[src/design/iubw_pkg.sv]
// Shared types and constants of the integer upscale blit writer.
package iubw_pkg;

  // Field widths of the channels.
  localparam int DIM_W     = 12;
  localparam int ADDR_W    = 24;
  localparam int PIX_W     = 32;
  localparam int CFG_IDX_W = 3;
  localparam int MUL_W     = 2 * DIM_W;
  // Address arithmetic carries two spare bits so clipping sees overflow past the buffer.
  localparam int AEXT_W    = ADDR_W + 2;

  // Configuration register indexes.
  localparam logic [CFG_IDX_W-1:0] CFG_DEST_WIDTH   = 3'd0;
  localparam logic [CFG_IDX_W-1:0] CFG_DEST_HEIGHT  = 3'd1;
  localparam logic [CFG_IDX_W-1:0] CFG_SRC_WIDTH    = 3'd2;
  localparam logic [CFG_IDX_W-1:0] CFG_SRC_HEIGHT   = 3'd3;
  localparam logic [CFG_IDX_W-1:0] CFG_PIXEL_FORMAT = 3'd4;

  // Register values after reset.
  localparam logic [DIM_W-1:0] RST_DEST_WIDTH  = 12'd1280;
  localparam logic [DIM_W-1:0] RST_DEST_HEIGHT = 12'd720;
  localparam logic [DIM_W-1:0] RST_SRC_WIDTH   = 12'd320;
  localparam logic [DIM_W-1:0] RST_SRC_HEIGHT  = 12'd240;

  localparam logic FMT_RGB565 = 1'b0;

  typedef enum logic [3:0] {
    OP_NOP,
    OP_LOAD,
    OP_SCALE_STEP,
    OP_OFFSET,
    OP_MUL_LEAD,
    OP_LEAD_SUM,
    OP_EMIT_LEAD,
    OP_MUL_COL,
    OP_COL_BASE,
    OP_EMIT_COLOR,
    OP_MUL_USED,
    OP_BORDER_BASE,
    OP_EMIT_BORDER,
    OP_MUL_STEP,
    OP_ROW_ADV,
    OP_EMIT_TAIL
  } iubw_op_e;

  typedef enum logic [3:0] {
    ST_IDLE,
    ST_SCALE,
    ST_LEAD_MUL,
    ST_LEAD_SUM,
    ST_LEAD_EMIT,
    ST_COL_MUL,
    ST_COL_BASE,
    ST_COLOR,
    ST_USED_MUL,
    ST_BORDER_BASE,
    ST_BORDER,
    ST_STEP_MUL,
    ST_ROW_ADV,
    ST_TAIL,
    ST_RELOAD_MUL,
    ST_RELOAD_SUM
  } iubw_state_e;

  typedef struct packed {
    iubw_op_e op;
    logic     last;
    logic     col_inc;
  } iubw_cmd_t;

  typedef struct packed {
    logic out_free;
    logic scale_more;
    logic l_last;
    logic last_col;
    logic last_row;
  } iubw_sts_t;

endpackage

[src/design/iubw_if.sv]
// Handshake channel interfaces: source pixels, write runs and configuration writes.
interface iubw_pix_if;
  logic                         valid;
  logic                         ready;
  logic                         start_of_frame;
  logic [iubw_pkg::PIX_W-1:0]   pixel;
  modport source(output valid, start_of_frame, pixel, input ready);
  modport sink(input valid, start_of_frame, pixel, output ready);
endinterface

interface iubw_run_if;
  logic                         valid;
  logic                         ready;
  logic [iubw_pkg::ADDR_W-1:0]  address;
  logic [iubw_pkg::ADDR_W-1:0]  run_length;
  logic [iubw_pkg::PIX_W-1:0]   color;
  logic                         last;
  modport source(output valid, address, run_length, color, last, input ready);
  modport sink(input valid, address, run_length, color, last, output ready);
endinterface

interface iubw_cfg_if;
  logic                           valid;
  logic                           ready;
  logic [iubw_pkg::CFG_IDX_W-1:0] index;
  logic [iubw_pkg::DIM_W-1:0]     data;
  modport source(output valid, index, data, input ready);
  modport sink(input valid, index, data, output ready);
endinterface

[src/design/iubw_ctrl.sv]
// Run sequencer: steps the datapath through scale search, run emission and row bookkeeping.
module iubw_ctrl (
  input  logic                clk_i,
  input  logic                rst_ni,
  input  logic                in_valid_i,
  input  logic                in_sof_i,
  output logic                in_ready_o,
  input  iubw_pkg::iubw_sts_t sts_i,
  output iubw_pkg::iubw_cmd_t cmd_o
);

  iubw_pkg::iubw_state_e state_q, state_d;

  always_ff @(posedge clk_i or negedge rst_ni) begin
    if (!rst_ni) begin
      state_q <= iubw_pkg::ST_IDLE;
    end else begin
      state_q <= state_d;
    end
  end

  always_comb begin
    state_d       = state_q;
    in_ready_o    = 1'b0;
    cmd_o.op      = iubw_pkg::OP_NOP;
    cmd_o.last    = 1'b0;
    cmd_o.col_inc = 1'b0;
    case (state_q)
      iubw_pkg::ST_IDLE: begin
        in_ready_o = 1'b1;
        if (in_valid_i) begin
          cmd_o.op = iubw_pkg::OP_LOAD;
          state_d  = in_sof_i ? iubw_pkg::ST_SCALE : iubw_pkg::ST_COL_MUL;
        end
      end
      iubw_pkg::ST_SCALE: begin
        if (sts_i.scale_more) begin
          cmd_o.op = iubw_pkg::OP_SCALE_STEP;
        end else begin
          cmd_o.op = iubw_pkg::OP_OFFSET;
          state_d  = iubw_pkg::ST_LEAD_MUL;
        end
      end
      iubw_pkg::ST_LEAD_MUL: begin
        cmd_o.op = iubw_pkg::OP_MUL_LEAD;
        state_d  = iubw_pkg::ST_LEAD_SUM;
      end
      iubw_pkg::ST_LEAD_SUM: begin
        cmd_o.op = iubw_pkg::OP_LEAD_SUM;
        state_d  = iubw_pkg::ST_LEAD_EMIT;
      end
      iubw_pkg::ST_LEAD_EMIT: begin
        if (sts_i.out_free) begin
          cmd_o.op = iubw_pkg::OP_EMIT_LEAD;
          state_d  = iubw_pkg::ST_COL_MUL;
        end
      end
      iubw_pkg::ST_COL_MUL: begin
        cmd_o.op = iubw_pkg::OP_MUL_COL;
        state_d  = iubw_pkg::ST_COL_BASE;
      end
      iubw_pkg::ST_COL_BASE: begin
        cmd_o.op = iubw_pkg::OP_COL_BASE;
        state_d  = iubw_pkg::ST_COLOR;
      end
      iubw_pkg::ST_COLOR: begin
        if (sts_i.out_free) begin
          cmd_o.op   = iubw_pkg::OP_EMIT_COLOR;
          cmd_o.last = sts_i.l_last && !sts_i.last_col;
          if (sts_i.l_last) begin
            cmd_o.col_inc = !sts_i.last_col;
            state_d       = sts_i.last_col ? iubw_pkg::ST_USED_MUL : iubw_pkg::ST_IDLE;
          end
        end
      end
      iubw_pkg::ST_USED_MUL: begin
        cmd_o.op = iubw_pkg::OP_MUL_USED;
        state_d  = iubw_pkg::ST_BORDER_BASE;
      end
      iubw_pkg::ST_BORDER_BASE: begin
        cmd_o.op = iubw_pkg::OP_BORDER_BASE;
        state_d  = iubw_pkg::ST_BORDER;
      end
      iubw_pkg::ST_BORDER: begin
        if (sts_i.out_free) begin
          cmd_o.op   = iubw_pkg::OP_EMIT_BORDER;
          cmd_o.last = sts_i.l_last && !sts_i.last_row;
          if (sts_i.l_last) begin
            state_d = iubw_pkg::ST_STEP_MUL;
          end
        end
      end
      iubw_pkg::ST_STEP_MUL: begin
        cmd_o.op = iubw_pkg::OP_MUL_STEP;
        state_d  = iubw_pkg::ST_ROW_ADV;
      end
      iubw_pkg::ST_ROW_ADV: begin
        cmd_o.op = iubw_pkg::OP_ROW_ADV;
        state_d  = sts_i.last_row ? iubw_pkg::ST_TAIL : iubw_pkg::ST_IDLE;
      end
      iubw_pkg::ST_TAIL: begin
        if (sts_i.out_free) begin
          cmd_o.op   = iubw_pkg::OP_EMIT_TAIL;
          cmd_o.last = 1'b1;
          state_d    = iubw_pkg::ST_RELOAD_MUL;
        end
      end
      // The row base returns to the frame origin before the next pixel is taken.
      iubw_pkg::ST_RELOAD_MUL: begin
        cmd_o.op = iubw_pkg::OP_MUL_LEAD;
        state_d  = iubw_pkg::ST_RELOAD_SUM;
      end
      iubw_pkg::ST_RELOAD_SUM: begin
        cmd_o.op = iubw_pkg::OP_LEAD_SUM;
        state_d  = iubw_pkg::ST_IDLE;
      end
      default: begin
        state_d = iubw_pkg::ST_IDLE;
      end
    endcase
  end

endmodule

[src/design/iubw_dp.sv]
// Datapath: configuration registers, position state, shared multiplier, run clipping and output register.
module iubw_dp #(
  parameter int MAX_SCALE = 10
) (
  input  logic                             clk_i,
  input  logic                             rst_ni,
  input  iubw_pkg::iubw_cmd_t              cmd_i,
  output iubw_pkg::iubw_sts_t              sts_o,
  input  logic                             cfg_valid_i,
  input  logic [iubw_pkg::CFG_IDX_W-1:0]   cfg_index_i,
  input  logic [iubw_pkg::DIM_W-1:0]       cfg_data_i,
  input  logic [iubw_pkg::PIX_W-1:0]       pixel_i,
  output logic                             run_valid_o,
  input  logic                             run_ready_i,
  output logic [iubw_pkg::ADDR_W-1:0]      address_o,
  output logic [iubw_pkg::ADDR_W-1:0]      run_length_o,
  output logic [iubw_pkg::PIX_W-1:0]       color_o,
  output logic                             last_o
);

  localparam int DimW   = iubw_pkg::DIM_W;
  localparam int AddrW  = iubw_pkg::ADDR_W;
  localparam int PixW   = iubw_pkg::PIX_W;
  localparam int MulW   = iubw_pkg::MUL_W;
  localparam int AExtW  = iubw_pkg::AEXT_W;
  localparam int ScaleW = $clog2(MAX_SCALE + 1);
  localparam int AccW   = DimW + ScaleW + 1;

  function automatic logic [DimW-1:0] dim_fix(input logic [DimW-1:0] v);
    return (v == '0) ? DimW'(1) : v;
  endfunction

  // Configuration registers.
  logic [DimW-1:0] dest_width_q, dest_height_q, src_width_q, src_height_q;
  logic            pixel_format_q;

  always_ff @(posedge clk_i or negedge rst_ni) begin
    if (!rst_ni) begin
      dest_width_q   <= iubw_pkg::RST_DEST_WIDTH;
      dest_height_q  <= iubw_pkg::RST_DEST_HEIGHT;
      src_width_q    <= iubw_pkg::RST_SRC_WIDTH;
      src_height_q   <= iubw_pkg::RST_SRC_HEIGHT;
      pixel_format_q <= iubw_pkg::FMT_RGB565;
    end else if (cfg_valid_i) begin
      case (cfg_index_i)
        iubw_pkg::CFG_DEST_WIDTH:   dest_width_q   <= cfg_data_i;
        iubw_pkg::CFG_DEST_HEIGHT:  dest_height_q  <= cfg_data_i;
        iubw_pkg::CFG_SRC_WIDTH:    src_width_q    <= cfg_data_i;
        iubw_pkg::CFG_SRC_HEIGHT:   src_height_q   <= cfg_data_i;
        iubw_pkg::CFG_PIXEL_FORMAT: pixel_format_q <= cfg_data_i[0];
        default: ;
      endcase
    end
  end

  // Live sizes: zero reads as one, and the source is clipped to the destination.
  logic [DimW-1:0] dw, dh, sw, sh, wc, hc;
  assign dw = dim_fix(dest_width_q);
  assign dh = dim_fix(dest_height_q);
  assign sw = dim_fix(src_width_q);
  assign sh = dim_fix(src_height_q);
  assign wc = (sw > dw) ? dw : sw;
  assign hc = (sh > dh) ? dh : sh;

  // Buffer size in words, tracked from the live registers.
  logic [MulW-1:0]  area;
  logic [AddrW-1:0] end_q;
  assign area = MulW'(dw) * MulW'(dh);

  always_ff @(posedge clk_i) begin
    end_q <= AddrW'(area);
  end

  // Frame state.
  logic [DimW-1:0]   col_q, col_d, row_q, row_d;
  logic [ScaleW-1:0] scale_q, scale_d;
  logic [DimW-1:0]   offx_q, offx_d, offy_q, offy_d;
  logic [AddrW-1:0]  row_base_q, row_base_d;

  // Per item working registers.
  logic [ScaleW-1:0] k_q, k_d, l_q, l_d;
  logic [AccW-1:0]   accw_q, accw_d, acch_q, acch_d;
  logic [AExtW-1:0]  acc_q, acc_d;
  logic [DimW-1:0]   gap_q, gap_d;
  logic [PixW-1:0]   pix_color_q, pix_color_d;
  logic [MulW-1:0]   mul_q, mul_d;

  // Output register.
  logic              out_valid_q, out_valid_d;
  logic [AddrW-1:0]  out_addr_q, out_addr_d, out_len_q, out_len_d;
  logic [PixW-1:0]   out_color_q, out_color_d;
  logic              out_last_q, out_last_d;

  always_ff @(posedge clk_i or negedge rst_ni) begin
    if (!rst_ni) begin
      col_q       <= '0;
      row_q       <= '0;
      scale_q     <= ScaleW'(1);
      offx_q      <= '0;
      offy_q      <= '0;
      row_base_q  <= '0;
      out_valid_q <= 1'b0;
    end else begin
      col_q       <= col_d;
      row_q       <= row_d;
      scale_q     <= scale_d;
      offx_q      <= offx_d;
      offy_q      <= offy_d;
      row_base_q  <= row_base_d;
      out_valid_q <= out_valid_d;
    end
  end

  always_ff @(posedge clk_i) begin
    k_q         <= k_d;
    l_q         <= l_d;
    accw_q      <= accw_d;
    acch_q      <= acch_d;
    acc_q       <= acc_d;
    gap_q       <= gap_d;
    pix_color_q <= pix_color_d;
    mul_q       <= mul_d;
    out_addr_q  <= out_addr_d;
    out_len_q   <= out_len_d;
    out_color_q <= out_color_d;
    out_last_q  <= out_last_d;
  end

  // Status toward the sequencer.
  logic [DimW:0]     col_nx, row_nx;
  logic [DimW-1:0]   s_ext;
  logic              fits, last_col, last_row;
  assign col_nx   = {1'b0, col_q} + (DimW + 1)'(1);
  assign row_nx   = {1'b0, row_q} + (DimW + 1)'(1);
  assign last_col = col_nx >= {1'b0, wc};
  assign last_row = row_nx >= {1'b0, hc};
  assign s_ext    = {{(DimW - ScaleW){1'b0}}, scale_q};
  // The factor grows while it is below MAX_SCALE and one more step still fits both axes.
  assign fits     = (k_q < ScaleW'(MAX_SCALE)) &&
                    ((accw_q + AccW'(wc)) <= AccW'(dw)) &&
                    ((acch_q + AccW'(hc)) <= AccW'(dh));

  assign sts_o.out_free   = !out_valid_q || run_ready_i;
  assign sts_o.scale_more = fits;
  assign sts_o.l_last     = (l_q == (scale_q - ScaleW'(1)));
  assign sts_o.last_col   = last_col;
  assign sts_o.last_row   = last_row;

  // Shared multiplier.
  logic [DimW-1:0] mul_a, mul_b;
  logic            mul_en;

  always_comb begin
    mul_en = 1'b1;
    mul_a  = dw;
    mul_b  = s_ext;
    case (cmd_i.op)
      iubw_pkg::OP_MUL_LEAD: begin
        mul_a = dw;
        mul_b = offy_q;
      end
      iubw_pkg::OP_MUL_COL: begin
        mul_a = col_q;
        mul_b = s_ext;
      end
      iubw_pkg::OP_MUL_USED: begin
        mul_a = wc;
        mul_b = s_ext;
      end
      iubw_pkg::OP_MUL_STEP: begin
        mul_a = dw;
        mul_b = s_ext;
      end
      default: mul_en = 1'b0;
    endcase
    mul_d = mul_en ? (MulW'(mul_a) * MulW'(mul_b)) : mul_q;
  end

  // Run selection and clipping against the end of the buffer.
  logic [AExtW-1:0] em_addr;
  logic [AddrW-1:0] em_len, em_rem, em_len_c;
  logic [PixW-1:0]  em_color;
  logic             emit;

  always_comb begin
    emit     = 1'b1;
    em_addr  = acc_q;
    em_len   = '0;
    em_color = '0;
    case (cmd_i.op)
      iubw_pkg::OP_EMIT_LEAD: begin
        em_addr = '0;
        em_len  = row_base_q;
      end
      iubw_pkg::OP_EMIT_COLOR: begin
        em_len   = AddrW'(scale_q);
        em_color = pix_color_q;
      end
      iubw_pkg::OP_EMIT_BORDER: begin
        em_len = AddrW'(gap_q);
      end
      iubw_pkg::OP_EMIT_TAIL: begin
        em_addr = AExtW'(row_base_q);
        em_len  = end_q;
      end
      default: emit = 1'b0;
    endcase
    em_rem = end_q - em_addr[AddrW-1:0];
    if (em_addr >= AExtW'(end_q)) begin
      em_len_c = '0;
    end else begin
      em_len_c = (em_len > em_rem) ? em_rem : em_len;
    end
  end

  always_comb begin
    col_d       = col_q;
    row_d       = row_q;
    scale_d     = scale_q;
    offx_d      = offx_q;
    offy_d      = offy_q;
    row_base_d  = row_base_q;
    k_d         = k_q;
    l_d         = l_q;
    accw_d      = accw_q;
    acch_d      = acch_q;
    acc_d       = acc_q;
    gap_d       = gap_q;
    pix_color_d = pix_color_q;
    case (cmd_i.op)
      iubw_pkg::OP_LOAD: begin
        if (pixel_format_q == iubw_pkg::FMT_RGB565) begin
          pix_color_d = {8'h00, pixel_i[15:11], 3'b000, pixel_i[10:5], 2'b00,
                         pixel_i[4:0], 3'b000};
        end else begin
          pix_color_d = pixel_i;
        end
        k_d    = ScaleW'(1);
        accw_d = AccW'(wc);
        acch_d = AccW'(hc);
      end
      iubw_pkg::OP_SCALE_STEP: begin
        k_d    = k_q + ScaleW'(1);
        accw_d = accw_q + AccW'(wc);
        acch_d = acch_q + AccW'(hc);
      end
      iubw_pkg::OP_OFFSET: begin
        scale_d = k_q;
        offx_d  = DimW'((AccW'(dw) - accw_q) >> 1);
        offy_d  = DimW'((AccW'(dh) - acch_q) >> 1);
        col_d   = '0;
        row_d   = '0;
      end
      iubw_pkg::OP_LEAD_SUM: begin
        row_base_d = AddrW'(mul_q) + AddrW'(offx_q);
      end
      iubw_pkg::OP_COL_BASE: begin
        acc_d = AExtW'(row_base_q) + AExtW'(mul_q);
        l_d   = '0;
      end
      iubw_pkg::OP_EMIT_COLOR: begin
        acc_d = acc_q + AExtW'(dw);
        l_d   = l_q + ScaleW'(1);
        if (cmd_i.col_inc) begin
          col_d = col_q + DimW'(1);
        end
      end
      iubw_pkg::OP_BORDER_BASE: begin
        acc_d = AExtW'(row_base_q) + AExtW'(mul_q);
        gap_d = (MulW'(dw) > mul_q) ? DimW'(MulW'(dw) - mul_q) : '0;
        l_d   = '0;
      end
      iubw_pkg::OP_EMIT_BORDER: begin
        acc_d = acc_q + AExtW'(dw);
        l_d   = l_q + ScaleW'(1);
      end
      iubw_pkg::OP_ROW_ADV: begin
        row_base_d = row_base_q + AddrW'(mul_q);
        col_d      = '0;
        row_d      = last_row ? '0 : row_q + DimW'(1);
      end
      default: ;
    endcase
  end

  always_comb begin
    out_valid_d = out_valid_q;
    out_addr_d  = out_addr_q;
    out_len_d   = out_len_q;
    out_color_d = out_color_q;
    out_last_d  = out_last_q;
    if (emit) begin
      out_valid_d = 1'b1;
      out_addr_d  = em_addr[AddrW-1:0];
      out_len_d   = em_len_c;
      out_color_d = em_color;
      out_last_d  = cmd_i.last;
    end else if (run_ready_i) begin
      out_valid_d = 1'b0;
    end
  end

  assign run_valid_o  = out_valid_q;
  assign address_o    = out_addr_q;
  assign run_length_o = out_len_q;
  assign color_o      = out_color_q;
  assign last_o       = out_last_q;

endmodule

[src/design/integer_upscale_blit_writer.sv]
// Top level of the integer upscale blit writer: sequencer, datapath and channel wiring.
//
// Each source pixel item, in raster order, produces framebuffer write runs for a frame scaled
// by a whole factor s (at most MAX_SCALE) and centered in the destination; every uncovered word
// is written black, and each run is clipped to the end of the buffer. The runs of a group leave
// one per cycle while the output is free, through a single output register, so an item is
// accepted while its last run still waits. A pixel inside a row emits its s color runs; the
// last pixel of a row adds the border runs; the last pixel of a frame adds the tail run and the
// return to the frame origin; a start of frame adds the factor search and the leading run. The
// run sequencer steps these through one shared 12 x 12 multiplier, and a stall on the output
// side holds it until the output register is free. Configuration writes are always taken.
module integer_upscale_blit_writer #(
  parameter int MAX_SCALE = 10
) (
  input  logic              clk_i,
  input  logic              rst_ni,
  iubw_pix_if.sink          pix_i,
  iubw_run_if.source        run_o,
  iubw_cfg_if.sink          cfg_i
);

  iubw_pkg::iubw_cmd_t cmd;
  iubw_pkg::iubw_sts_t sts;

  assign cfg_i.ready = 1'b1;

  iubw_ctrl u_ctrl (
    .clk_i      (clk_i),
    .rst_ni     (rst_ni),
    .in_valid_i (pix_i.valid),
    .in_sof_i   (pix_i.start_of_frame),
    .in_ready_o (pix_i.ready),
    .sts_i      (sts),
    .cmd_o      (cmd)
  );

  iubw_dp #(
    .MAX_SCALE (MAX_SCALE)
  ) u_dp (
    .clk_i        (clk_i),
    .rst_ni       (rst_ni),
    .cmd_i        (cmd),
    .sts_o        (sts),
    .cfg_valid_i  (cfg_i.valid),
    .cfg_index_i  (cfg_i.index),
    .cfg_data_i   (cfg_i.data),
    .pixel_i      (pix_i.pixel),
    .run_valid_o  (run_o.valid),
    .run_ready_i  (run_o.ready),
    .address_o    (run_o.address),
    .run_length_o (run_o.run_length),
    .color_o      (run_o.color),
    .last_o       (run_o.last)
  );

endmodule

[src/flat_wrapper.sv]
// flat-port wrapper written by rule: the top's interface ports become plain ports
module integer_upscale_blit_writer_flat 
#(
  parameter int MAX_SCALE = 10
)
  (clk_i, rst_ni, pix_i_valid, pix_i_start_of_frame, pix_i_pixel, pix_i_ready, run_o_valid, run_o_address, run_o_run_length, run_o_color, run_o_last, run_o_ready, cfg_i_valid, cfg_i_index, cfg_i_data, cfg_i_ready);
  iubw_pix_if pix_i_i ();
  iubw_run_if run_o_i ();
  iubw_cfg_if cfg_i_i ();
  input  logic clk_i;
  input  logic rst_ni;
  input wire logic [$bits(pix_i_i.valid)-1:0] pix_i_valid;
  input wire logic [$bits(pix_i_i.start_of_frame)-1:0] pix_i_start_of_frame;
  input wire logic [$bits(pix_i_i.pixel)-1:0] pix_i_pixel;
  output wire logic [$bits(pix_i_i.ready)-1:0] pix_i_ready;
  output wire logic [$bits(run_o_i.valid)-1:0] run_o_valid;
  output wire logic [$bits(run_o_i.address)-1:0] run_o_address;
  output wire logic [$bits(run_o_i.run_length)-1:0] run_o_run_length;
  output wire logic [$bits(run_o_i.color)-1:0] run_o_color;
  output wire logic [$bits(run_o_i.last)-1:0] run_o_last;
  input wire logic [$bits(run_o_i.ready)-1:0] run_o_ready;
  input wire logic [$bits(cfg_i_i.valid)-1:0] cfg_i_valid;
  input wire logic [$bits(cfg_i_i.index)-1:0] cfg_i_index;
  input wire logic [$bits(cfg_i_i.data)-1:0] cfg_i_data;
  output wire logic [$bits(cfg_i_i.ready)-1:0] cfg_i_ready;
  assign pix_i_i.valid = pix_i_valid;
  assign pix_i_i.start_of_frame = pix_i_start_of_frame;
  assign pix_i_i.pixel = pix_i_pixel;
  assign pix_i_ready = pix_i_i.ready;
  assign run_o_valid = run_o_i.valid;
  assign run_o_address = run_o_i.address;
  assign run_o_run_length = run_o_i.run_length;
  assign run_o_color = run_o_i.color;
  assign run_o_last = run_o_i.last;
  assign run_o_i.ready = run_o_ready;
  assign cfg_i_i.valid = cfg_i_valid;
  assign cfg_i_i.index = cfg_i_index;
  assign cfg_i_i.data = cfg_i_data;
  assign cfg_i_ready = cfg_i_i.ready;
  integer_upscale_blit_writer #(.MAX_SCALE(MAX_SCALE)) u_core (.clk_i(clk_i), .rst_ni(rst_ni), .pix_i(pix_i_i), .run_o(run_o_i), .cfg_i(cfg_i_i));
endmodule
[config.mk]
export PLATFORM = sky130hd
export DESIGN_NAME = integer_upscale_blit_writer_flat
export DESIGN_NICKNAME = d
export VERILOG_FILES = /design/src/design/iubw_pkg.sv /design/src/design/iubw_if.sv /design/src/design/iubw_ctrl.sv /design/src/design/iubw_dp.sv /design/src/design/integer_upscale_blit_writer.sv /design/src/flat_wrapper.sv
export SDC_FILE = /design/constraint.sdc
export NUM_CORES = 2
export LEC_CHECK = 0
export BUFFER_PORTS_ARGS = -buffer_cell sky130_fd_sc_hd__buf_4
export CORE_MARGIN = 5
export CORE_UTILIZATION = 44
export DETAILED_ROUTE_END_ITERATION = 6
export RECOVER_POWER = 25
export SYNTH_ARGS = -nofsm -noshare
export SYNTH_HDL_FRONTEND = slang
export SYNTH_SLANG_ARGS = --single-unit
[constraint.sdc]
create_clock -name clk_i -period 18.2 [get_ports clk_i]
set_clock_uncertainty 0.1 [all_clocks]
set_input_delay 3.64 -clock clk_i [delete_from_list [all_inputs] [get_ports clk_i]]
set_output_delay 3.64 -clock clk_i [all_outputs]
set_load 0.05 [all_outputs]
* Word level (Yosys, flattened, before mapping)
Cells that the tools add are included.
** Cells by class
- Eq/ne operators :: 44
- Muxes and demuxes :: 49
- Add/sub/neg operators :: 17
- Magnitude comparators :: 10
- Reductions and logical operators :: 34
- Multiply operators :: 2
** Operator list (count)
- 2-to-1 mux 12 bit :: 9
- one-hot mux 26 bit (2 select lines) :: 2
- one-hot mux 24 bit (4 select lines) :: 1
- one-hot mux 12 bit (2 select lines) :: 3
- one-hot mux 17 bit (2 select lines) :: 2
- == test 4 bit (second input constant) :: 16
- one-hot mux 4 bit (16 select lines) :: 1
- one-hot mux 4 bit (14 select lines) :: 1
- logical NOT 12 bit :: 4
- multiplier 12 x 12 -> 24 bit :: 2
- 2-to-1 mux 24 bit :: 2
- one-hot mux 24 bit (2 select lines) :: 1
- 2-to-1 mux 4 bit :: 10
- adder 17 x 12 -> 17 bit :: 2
- less-or-equal comparator 17 x 12 -> 1 bit :: 2
- == test 4 x 3 -> 1 bit (second input constant) :: 8
- adder 12 x 1 -> 13 bit (second input constant) :: 2
- adder 26 x 12 -> 26 bit :: 1
- greater-or-equal comparator 13 x 12 -> 1 bit :: 2
- greater-or-equal comparator 26 x 24 -> 1 bit :: 1
- subtractor 12 x 13 -> 13 bit :: 2
- adder 24 x 24 -> 25 bit :: 1
- adder 12 x 1 -> 12 bit (second input constant) :: 2
- adder 24 x 12 -> 24 bit :: 1
- 33 further kinds :: 78
** Word-level totals
- Bits in registers :: 371
- Logic and storage cells :: 183

* Depth between registers and ports, before layout
- Word-level depth :: 15
- Mapped depth :: 39
- Gate-level depth less buffers :: 34

* Modules after synthesis
Synthesis repeated with hierarchy kept, for this count alone.
** Second synthesis, totals
- Cell total of the unflattened synthesis :: 3671
- Area, all modules :: 34245.3 µm²
** By module, submodules not included
- iubw_dp :: area each 33694.8 µm², cells each 3593, instances 1
- iubw_ctrl :: area each 539.3 µm², cells each 76, instances 1
- integer_upscale_blit_writer :: area each 11.3 µm², cells each 2, instances 1

* Least setup slack after synthesis
No wires, ideal clock.
- Path kind :: input-to-reg
- From :: in run_o_ready
- To :: reg u_core.u_dp.out_len_q[21], in the netlist u_core.u_dp.run_length_o[21] (data pin)
- Stages :: 27
- Buffers on the path :: 2
- Setup slack :: 9059 ps
- Arrival time :: 8773 ps
- Setup time :: 267 ps
- Cell sequence :: nand2b_1 -> nand2_1 -> nor3_2 -> nor2_1 -> clkbuf_1 -> a22oi_1 -> inv_1 -> ha_1 -> nor2b_1 -> o21a_1 -> o21ai_0 -> a211oi_1 -> a311oi_1 -> o221ai_1 -> a21oi_1 -> xor2_1 -> ha_1 -> nand4_1 -> nor2_1 -> and3_1 -> a221o_1 -> a311o_1 -> a21oi_1 -> clkbuf_1 -> nor3_1 -> o21ai_0 -> o211ai_1
** On the way
- Cells in the longest elaborated chain, start to end :: 8
** RTL lines
- start, declared :: line flat_wrapper.sv:21 : input wire logic [$bits(run_o_i.ready)-1:0] run_o_ready;
- logical OR 1 bit (*) :: line iubw_dp.sv:143 : assign sts_o.out_free = !out_valid_q || run_ready_i;
- 2-to-1 mux 5 bit (tied with other cells) :: line iubw_ctrl.sv:102 : if (sts_i.out_free) begin
- one-hot mux 4 bit (14 select lines) (*) :: line iubw_ctrl.sv:28 : case (state_q)
- == test 4 bit / == test 4 x 3 -> 1 bit (equally long branches) :: line iubw_dp.sv:190 : case (cmd_i.op)
- one-hot mux 26 bit (2 select lines) (*) :: line iubw_dp.sv:190
- net u_core.u_dp.em_addr[1] :: line iubw_dp.sv:180 : logic [AExtW-1:0] em_addr;
- subtractor 24 bit :: line iubw_dp.sv:208 : em_rem = end_q - em_addr[AddrW-1:0];
- greater-than comparator 24 bit :: line iubw_dp.sv:212 : em_len_c = (em_len > em_rem) ? em_rem : em_len;
- 2-to-1 mux 24 bit :: line iubw_dp.sv:212
- end signal, assigned :: line iubw_dp.sv:124 : out_len_q <= out_len_d;
- end, declared :: line iubw_dp.sv:90 : logic [AddrW-1:0] out_addr_q, out_addr_d, out_len_q, out_len_d;
Mark *: on every way through the listed nets, which the timed path passes. The rest lies on a longest branch.
A chain may end at the register's enable or synchronous reset.

* Worst setup path after layout
- From :: reg u_core.u_dp.dest_width_q[2]
- To :: reg u_core.u_dp.mul_q[23] (data pin)
** On the way
- Cells in the longest elaborated chain, start to end :: 13
** RTL lines
- start, declared :: line iubw_dp.sv:34 : logic [DimW-1:0] dest_width_q, dest_height_q, src_width_q, src_height_q;
- start signal, assigned :: line iubw_dp.sv:39 : dest_width_q <= iubw_pkg::RST_DEST_WIDTH;
- start signal, assigned :: line iubw_dp.sv:46 : iubw_pkg::CFG_DEST_WIDTH: dest_width_q <= cfg_data_i;
- logical NOT 12 bit :: line iubw_dp.sv:30 : return (v == '0) ? DimW'(1) : v;
- 2-to-1 mux 12 bit (*) :: line iubw_dp.sv:30
- greater-than comparator 12 bit :: line iubw_dp.sv:62 : assign wc = (sw > dw) ? dw : sw;
- 2-to-1 mux 12 bit :: line iubw_dp.sv:62
- adder 17 x 12 -> 17 bit :: line iubw_dp.sv:140 : ((accw_q + AccW'(wc)) <= AccW'(dw)) &&
- less-or-equal comparator 17 x 12 -> 1 bit :: line iubw_dp.sv:140
- logical AND 1 bit :: line iubw_dp.sv:139 : assign fits = (k_q < ScaleW'(MAX_SCALE)) &&
- logical AND 1 bit :: line iubw_dp.sv:140
- 2-to-1 mux 1 bit :: line iubw_ctrl.sv:37 : if (sts_i.scale_more) begin
- one-hot mux 4 bit (14 select lines) :: line iubw_ctrl.sv:28
- == test 4 bit / == test 4 x 3 -> 1 bit (equally long branches) :: line iubw_dp.sv:157 : case (cmd_i.op)
- one-hot mux 12 bit (2 select lines) / 2-to-1 mux 12 bit (equally long branches) :: line iubw_dp.sv:157
- multiplier 12 x 12 -> 24 bit (*) :: line iubw_dp.sv:176 : mul_d = mul_en ? (MulW'(mul_a) * MulW'(mul_b)) : mul_q;
- end signal, assigned :: line iubw_dp.sv:122 : mul_q <= mul_d;
- end, declared :: line iubw_dp.sv:86 : logic [MulW-1:0] mul_q, mul_d;
Mark *: on every way between the ends. The rest lies on a longest branch, timed or not.

==> results.md <==
Clocking:
- The post-CTS repair timing setup buffer count is 0.
- CTS saw 371 sinks.
- The clock root buffer master is sky130_fd_sc_hd__clkbuf_16.
- TritonCTS built the clock tree.
- The CTS H-tree depth is 2.
- The clock insertion delay at the later pin of the skew report is 0.60 ns.
- In this run, post-CTS repair resized a total of 0 instances.
- The number of CTS-inserted buffers is 46.
- No sink is reached through more buffers than the 3 on the longest clock path.
- Clock-pin slew was measured on the worst setup and hold paths at 0.07 ns.
- Hold repair after CTS inserted 0 buffers.

Layout:
- Summing all multi-input logic gate instances after layout gives 0.02203 mm².
- The total non-filler cell area in the finished layout is 0.03810 mm².
- The register area is 0.01027 mm².
- The post-route netlist has 10.27% of its cells at a drive strength greater than 1.
- Compared with the post-synthesis result, the final layout area differs by 10.52%.
- For this run, the share of the core covered by cells in the final layout is 49.10%.
- The filler cells instantiated in the layout total 7391.
- The number of nets in the layout is 4434.

Logic synthesis:
- A synthesized cell averages 9.294 µm².
- The warning count from the yosys run is 0.
- Among all flip-flop cells after synthesis, the most frequent one is sky130_fd_sc_hd__edfxtp_1.
- In the post-synthesis netlist, the biggest area contributors are sky130_fd_sc_hd__edfxtp_1, sky130_fd_sc_hd__ha_1, sky130_fd_sc_hd__fa_1, sky130_fd_sc_hd__dfrtp_1, sky130_fd_sc_hd__inv_1.
- Yosys mapped a number of flops with a built-in enable equal to 217.
- The cell taking the most area after synthesis is sky130_fd_sc_hd__edfxtp_1.
- The async set-reset flop share out of synthesis is 35.04%.
- The most used standard cell by instance count after synthesis is sky130_fd_sc_hd__inv_1.
- The synthesized instance count is 3709.
- The register bit total from synthesis is 371.
- The top cell type's share of synthesized area is 18.90%.
- The post-synth design cell area is 0.03447 mm².
- The number of distinct library cells after synthesis is 82.
- The commonest cells after synthesis are sky130_fd_sc_hd__inv_1, sky130_fd_sc_hd__nand2_1, sky130_fd_sc_hd__ha_1.
- Summing the sequential cell areas from Yosys gives 29.78% of the chip area.

Min path:
- The tightest min-delay check is of the flip-flop to flip-flop type.
- The endpoint of the worst hold path is u_core.u_dp.offx_q[1]$_DFFE_PN0P_.
- Counting instances, the worst hold path has a depth of 1.
- The worst hold path startpoint is u_core.u_dp.offx_q[1]$_DFFE_PN0P_.

Setup path:
- Across all register-to-register paths, the minimum setup slack is 7.83 ns.
- Data on the critical path is required at its endpoint by 18.44 ns.
- In this design, the stage delay of the slowest critical-path cell is 1.03 ns.
- The kind of start point of the critical path is a flip-flop.
- The cell that appears most often on the critical path is sky130_fd_sc_hd__fa_1.
- The startpoint of the worst-slack reg-to-reg timing path is u_core.u_dp.dest_width_q[2]$_DFFE_PN0P_.
- The capturing element type of the critical path is a flip-flop.
- The highest-delay cell along the critical path is sky130_fd_sc_hd__dfrtp_1.
- Along the worst path, the maximum fanout reaches 16.
- In this run the critical register-to-register path is captured at u_core.u_dp.mul_q[23]$_DFFE_PP_.
- The type of the worst setup path is flip-flop to flip-flop.
- The number of cells traversed by the worst register-to-register path is 29.
- The data arrival at the endpoint of the critical path is 10.61 ns.

Die:
- The number of standard-cell rows in the floorplan is 102.
- The die span in y is 289.9 µm.
- The die outline width is 289.9 µm.
- During I/O placement, the number of pins put on the boundary was 137.
- The initial utilization of the core area, before any placement, comes to 44.43%.
- The die covers 0.08404 mm².
- The area of the core region is 0.07759 mm².

Detailed routing:
- In the routed design, unresolved DRC markers number 0.
- For this run, the detailed router's first-pass iteration total came to 5.
- The post-route antenna net violation count is 0.
- The detailed router finished its first iteration with 1759 violations.
- Detailed routing inserted a total of 26.76k vias.
- The total wire length after detailed routing is 98.44 mm.
- In the final routed layout, each cell accounts on average for 20.26 µm.
- The mean number of vias per cell is 5.508.

Placement:
- At the end of routability-driven placement, the weighted congestion stood at 0.9139.
- The HPWL after detailed placement is 76.05 mm.
- The post-place instance area is 0.03661 mm².
- The count of buffers inserted at the top-level ports is 135.

Global routing:
- After global routing the overflow that remains totals 0.
- The via count of the first global-routing pass was 26.09k.
- Across every metal layer, demand over resource in global routing totals 22.77%.
- The first global-routing pass estimated 152.9 mm of wire.
- The number of antenna violations at the first check in global routing is 0.
- Entering global routing, the biggest net connects 83 pins.

Timing:
- The final setup violation count is 0.
- The number of hold violations in the final report is 0.
- The shortest period the worst path allows is 10.37 ns.
- The maximum operating frequency is 96.46 MHz.
- The number of max-slew violations in the final report was 116.
- In the final timing run, aggregate negative setup slack is 0 ns.
- The worst slew margin relative to its limit is -210.9%.
- The slew of the pin with the lowest slew margin is 4.664 ns.
- After layout, the worst path uses 56.96% of the clock period.
- Setup repair after global routing left no endpoint under its margin.

Status:
- The checks that failed: capacitance limit, slew limit.
- The run finished, with violations left.

Flow run:
- The tool flagged a number of max-cap violations equal to 3.
-- placed cells by master, fill, tap and decap left out, types with 33 or more instances in the layout --
cell type and count:
sky130_fd_sc_hd__nand2_1 402, sky130_fd_sc_hd__mux2i_1 33, sky130_fd_sc_hd__nor2b_1 47, sky130_fd_sc_hd__nand2b_1 35, sky130_fd_sc_hd__dfrtp_1 117, sky130_fd_sc_hd__ha_1 391
sky130_fd_sc_hd__xor2_1 61, sky130_fd_sc_hd__clkbuf_16 49, sky130_fd_sc_hd__o21ai_0 183, sky130_fd_sc_hd__fa_1 209, sky130_fd_sc_hd__a21o_1 78, sky130_fd_sc_hd__xnor2_1 125
sky130_fd_sc_hd__buf_4 148, sky130_fd_sc_hd__nor2_1 272, sky130_fd_sc_hd__a211oi_1 40, sky130_fd_sc_hd__nand3_1 62, sky130_fd_sc_hd__edfxtp_1 217, sky130_fd_sc_hd__nor3_1 52
sky130_fd_sc_hd__mux2_2 97, sky130_fd_sc_hd__a22oi_1 43, sky130_fd_sc_hd__inv_1 439, sky130_fd_sc_hd__a21oi_1 138, sky130_fd_sc_hd__and2_1 86
-- critical path, delay by kind of cell, from the launching register on --
kind                     cells  cell delay (ns)
flip-flops                   1             1.03
multiplexers                 1             0.82
buffers and inverters        3             0.72
XOR/XNOR                     1             0.13
AO/OA/AOI/OAI                9             2.65
adder cells (fa/ha/maj)      7             3.21
AND/OR/NAND/NOR              8             1.42
-- sequential cells by signal, indices dropped and copies added (netlist names), 12 cells and up --
register and flops:
u_core.u_dp.mul_q 24, u_core.u_dp.src_width_q 12, u_core.u_dp.offy_q 12, u_core.u_dp.src_height_q 12
u_core.u_dp.pix_color_q 32, u_core.u_dp.row_q 12, u_core.u_dp.acch_q 17, u_core.u_dp.address_o 24
u_core.u_dp.run_length_o 24, u_core.u_dp.row_base_q 24, u_core.u_dp.offx_q 12, u_core.u_dp.col_q 12
u_core.u_dp.acc_q 26, u_core.u_dp.dest_height_q 12, u_core.u_dp.color_o 32, u_core.u_dp.gap_q 12
u_core.u_dp.dest_width_q 12, u_core.u_dp.end_q 24, u_core.u_dp.accw_q 17
-- area by class of cell --
type	count	area share, %
Multi-Input combinational cell	2742	57.82
Sequential cell	371	26.94
Inverter	441	4.345
Clock buffer	63	3.488
Tap cell	1040	3.415
Timing Repair Buffer	179	3.389
Clock inverter	22	0.5944
Antenna cell	1	0.006568
-- cells by family (layout without fill, tap and decap cells) --
logic type	Yosys count	after routing	share of synthesized area, %
AND/OR/NAND/NOR	1107	1107	14.84
AO/OA/AOI/OAI	706	706	13.47
buffers and inverters	605	705	6.631
adder cells (fa/ha/maj)	600	600	26.33
flip-flops	371	371	29.78
XOR/XNOR	186	186	4.726
multiplexers	132	132	4.203
other	2	12	0.02179
-- per-layer routing --
layer	global-route usage, %	vias up	share of wire [%]
li1	-	12840	-
met1	30.74	12960	44
met2	38.49	796	47
met3	2.960	167	5.5
met4	6.818	0	3.3
met5	0	-	0
-- per-stage QoR --
stage / cells / hold slack [ns] / setup WS, ns
finish: 4859 / 0.4069 / 7.833
global route: 4858 / 0.4205 / 7.366
global placement: 4773 / 0.3906 / 7.647
floorplan: 3718 / 0.3750 / 9.059
CTS: 4858 / 0.4093 / 8.178
detailed placement: 4773 / 0.3969 / 7.543
-- worst max path at each step --
| stage | to | cells past startpoint | from | slack [ns] |
|---|---|---|---|---|
| 4_1_cts | u_core.u_dp.run_length_o[21]$_SDFFCE_PP0P_ | 27 | run_o_ready | 8.18 |
| 3_5_place_dp | u_core.u_dp.run_length_o[21]$_SDFFCE_PP0P_ | 27 | run_o_ready | 7.54 |
| 6_report | u_core.u_dp.mul_q[23]$_DFFE_PP_ | 29 | u_core.u_dp.dest_width_q[2]$_DFFE_PN0P_ | 7.83 |
| 5_1_grt | u_core.u_dp.mul_q[23]$_DFFE_PP_ | 29 | u_core.u_dp.dest_width_q[2]$_DFFE_PN0P_ | 7.37 |
| 2_1_floorplan | u_core.u_dp.run_length_o[21]$_SDFFCE_PP0P_ | 27 | run_o_ready | 9.06 |
| 3_3_place_gp | u_core.u_dp.run_length_o[21]$_SDFFCE_PP0P_ | 27 | run_o_ready | 7.65 |
Power is not shown: default switching activity piles up to over one toggle a cycle in this logic, so the estimate is an artifact.
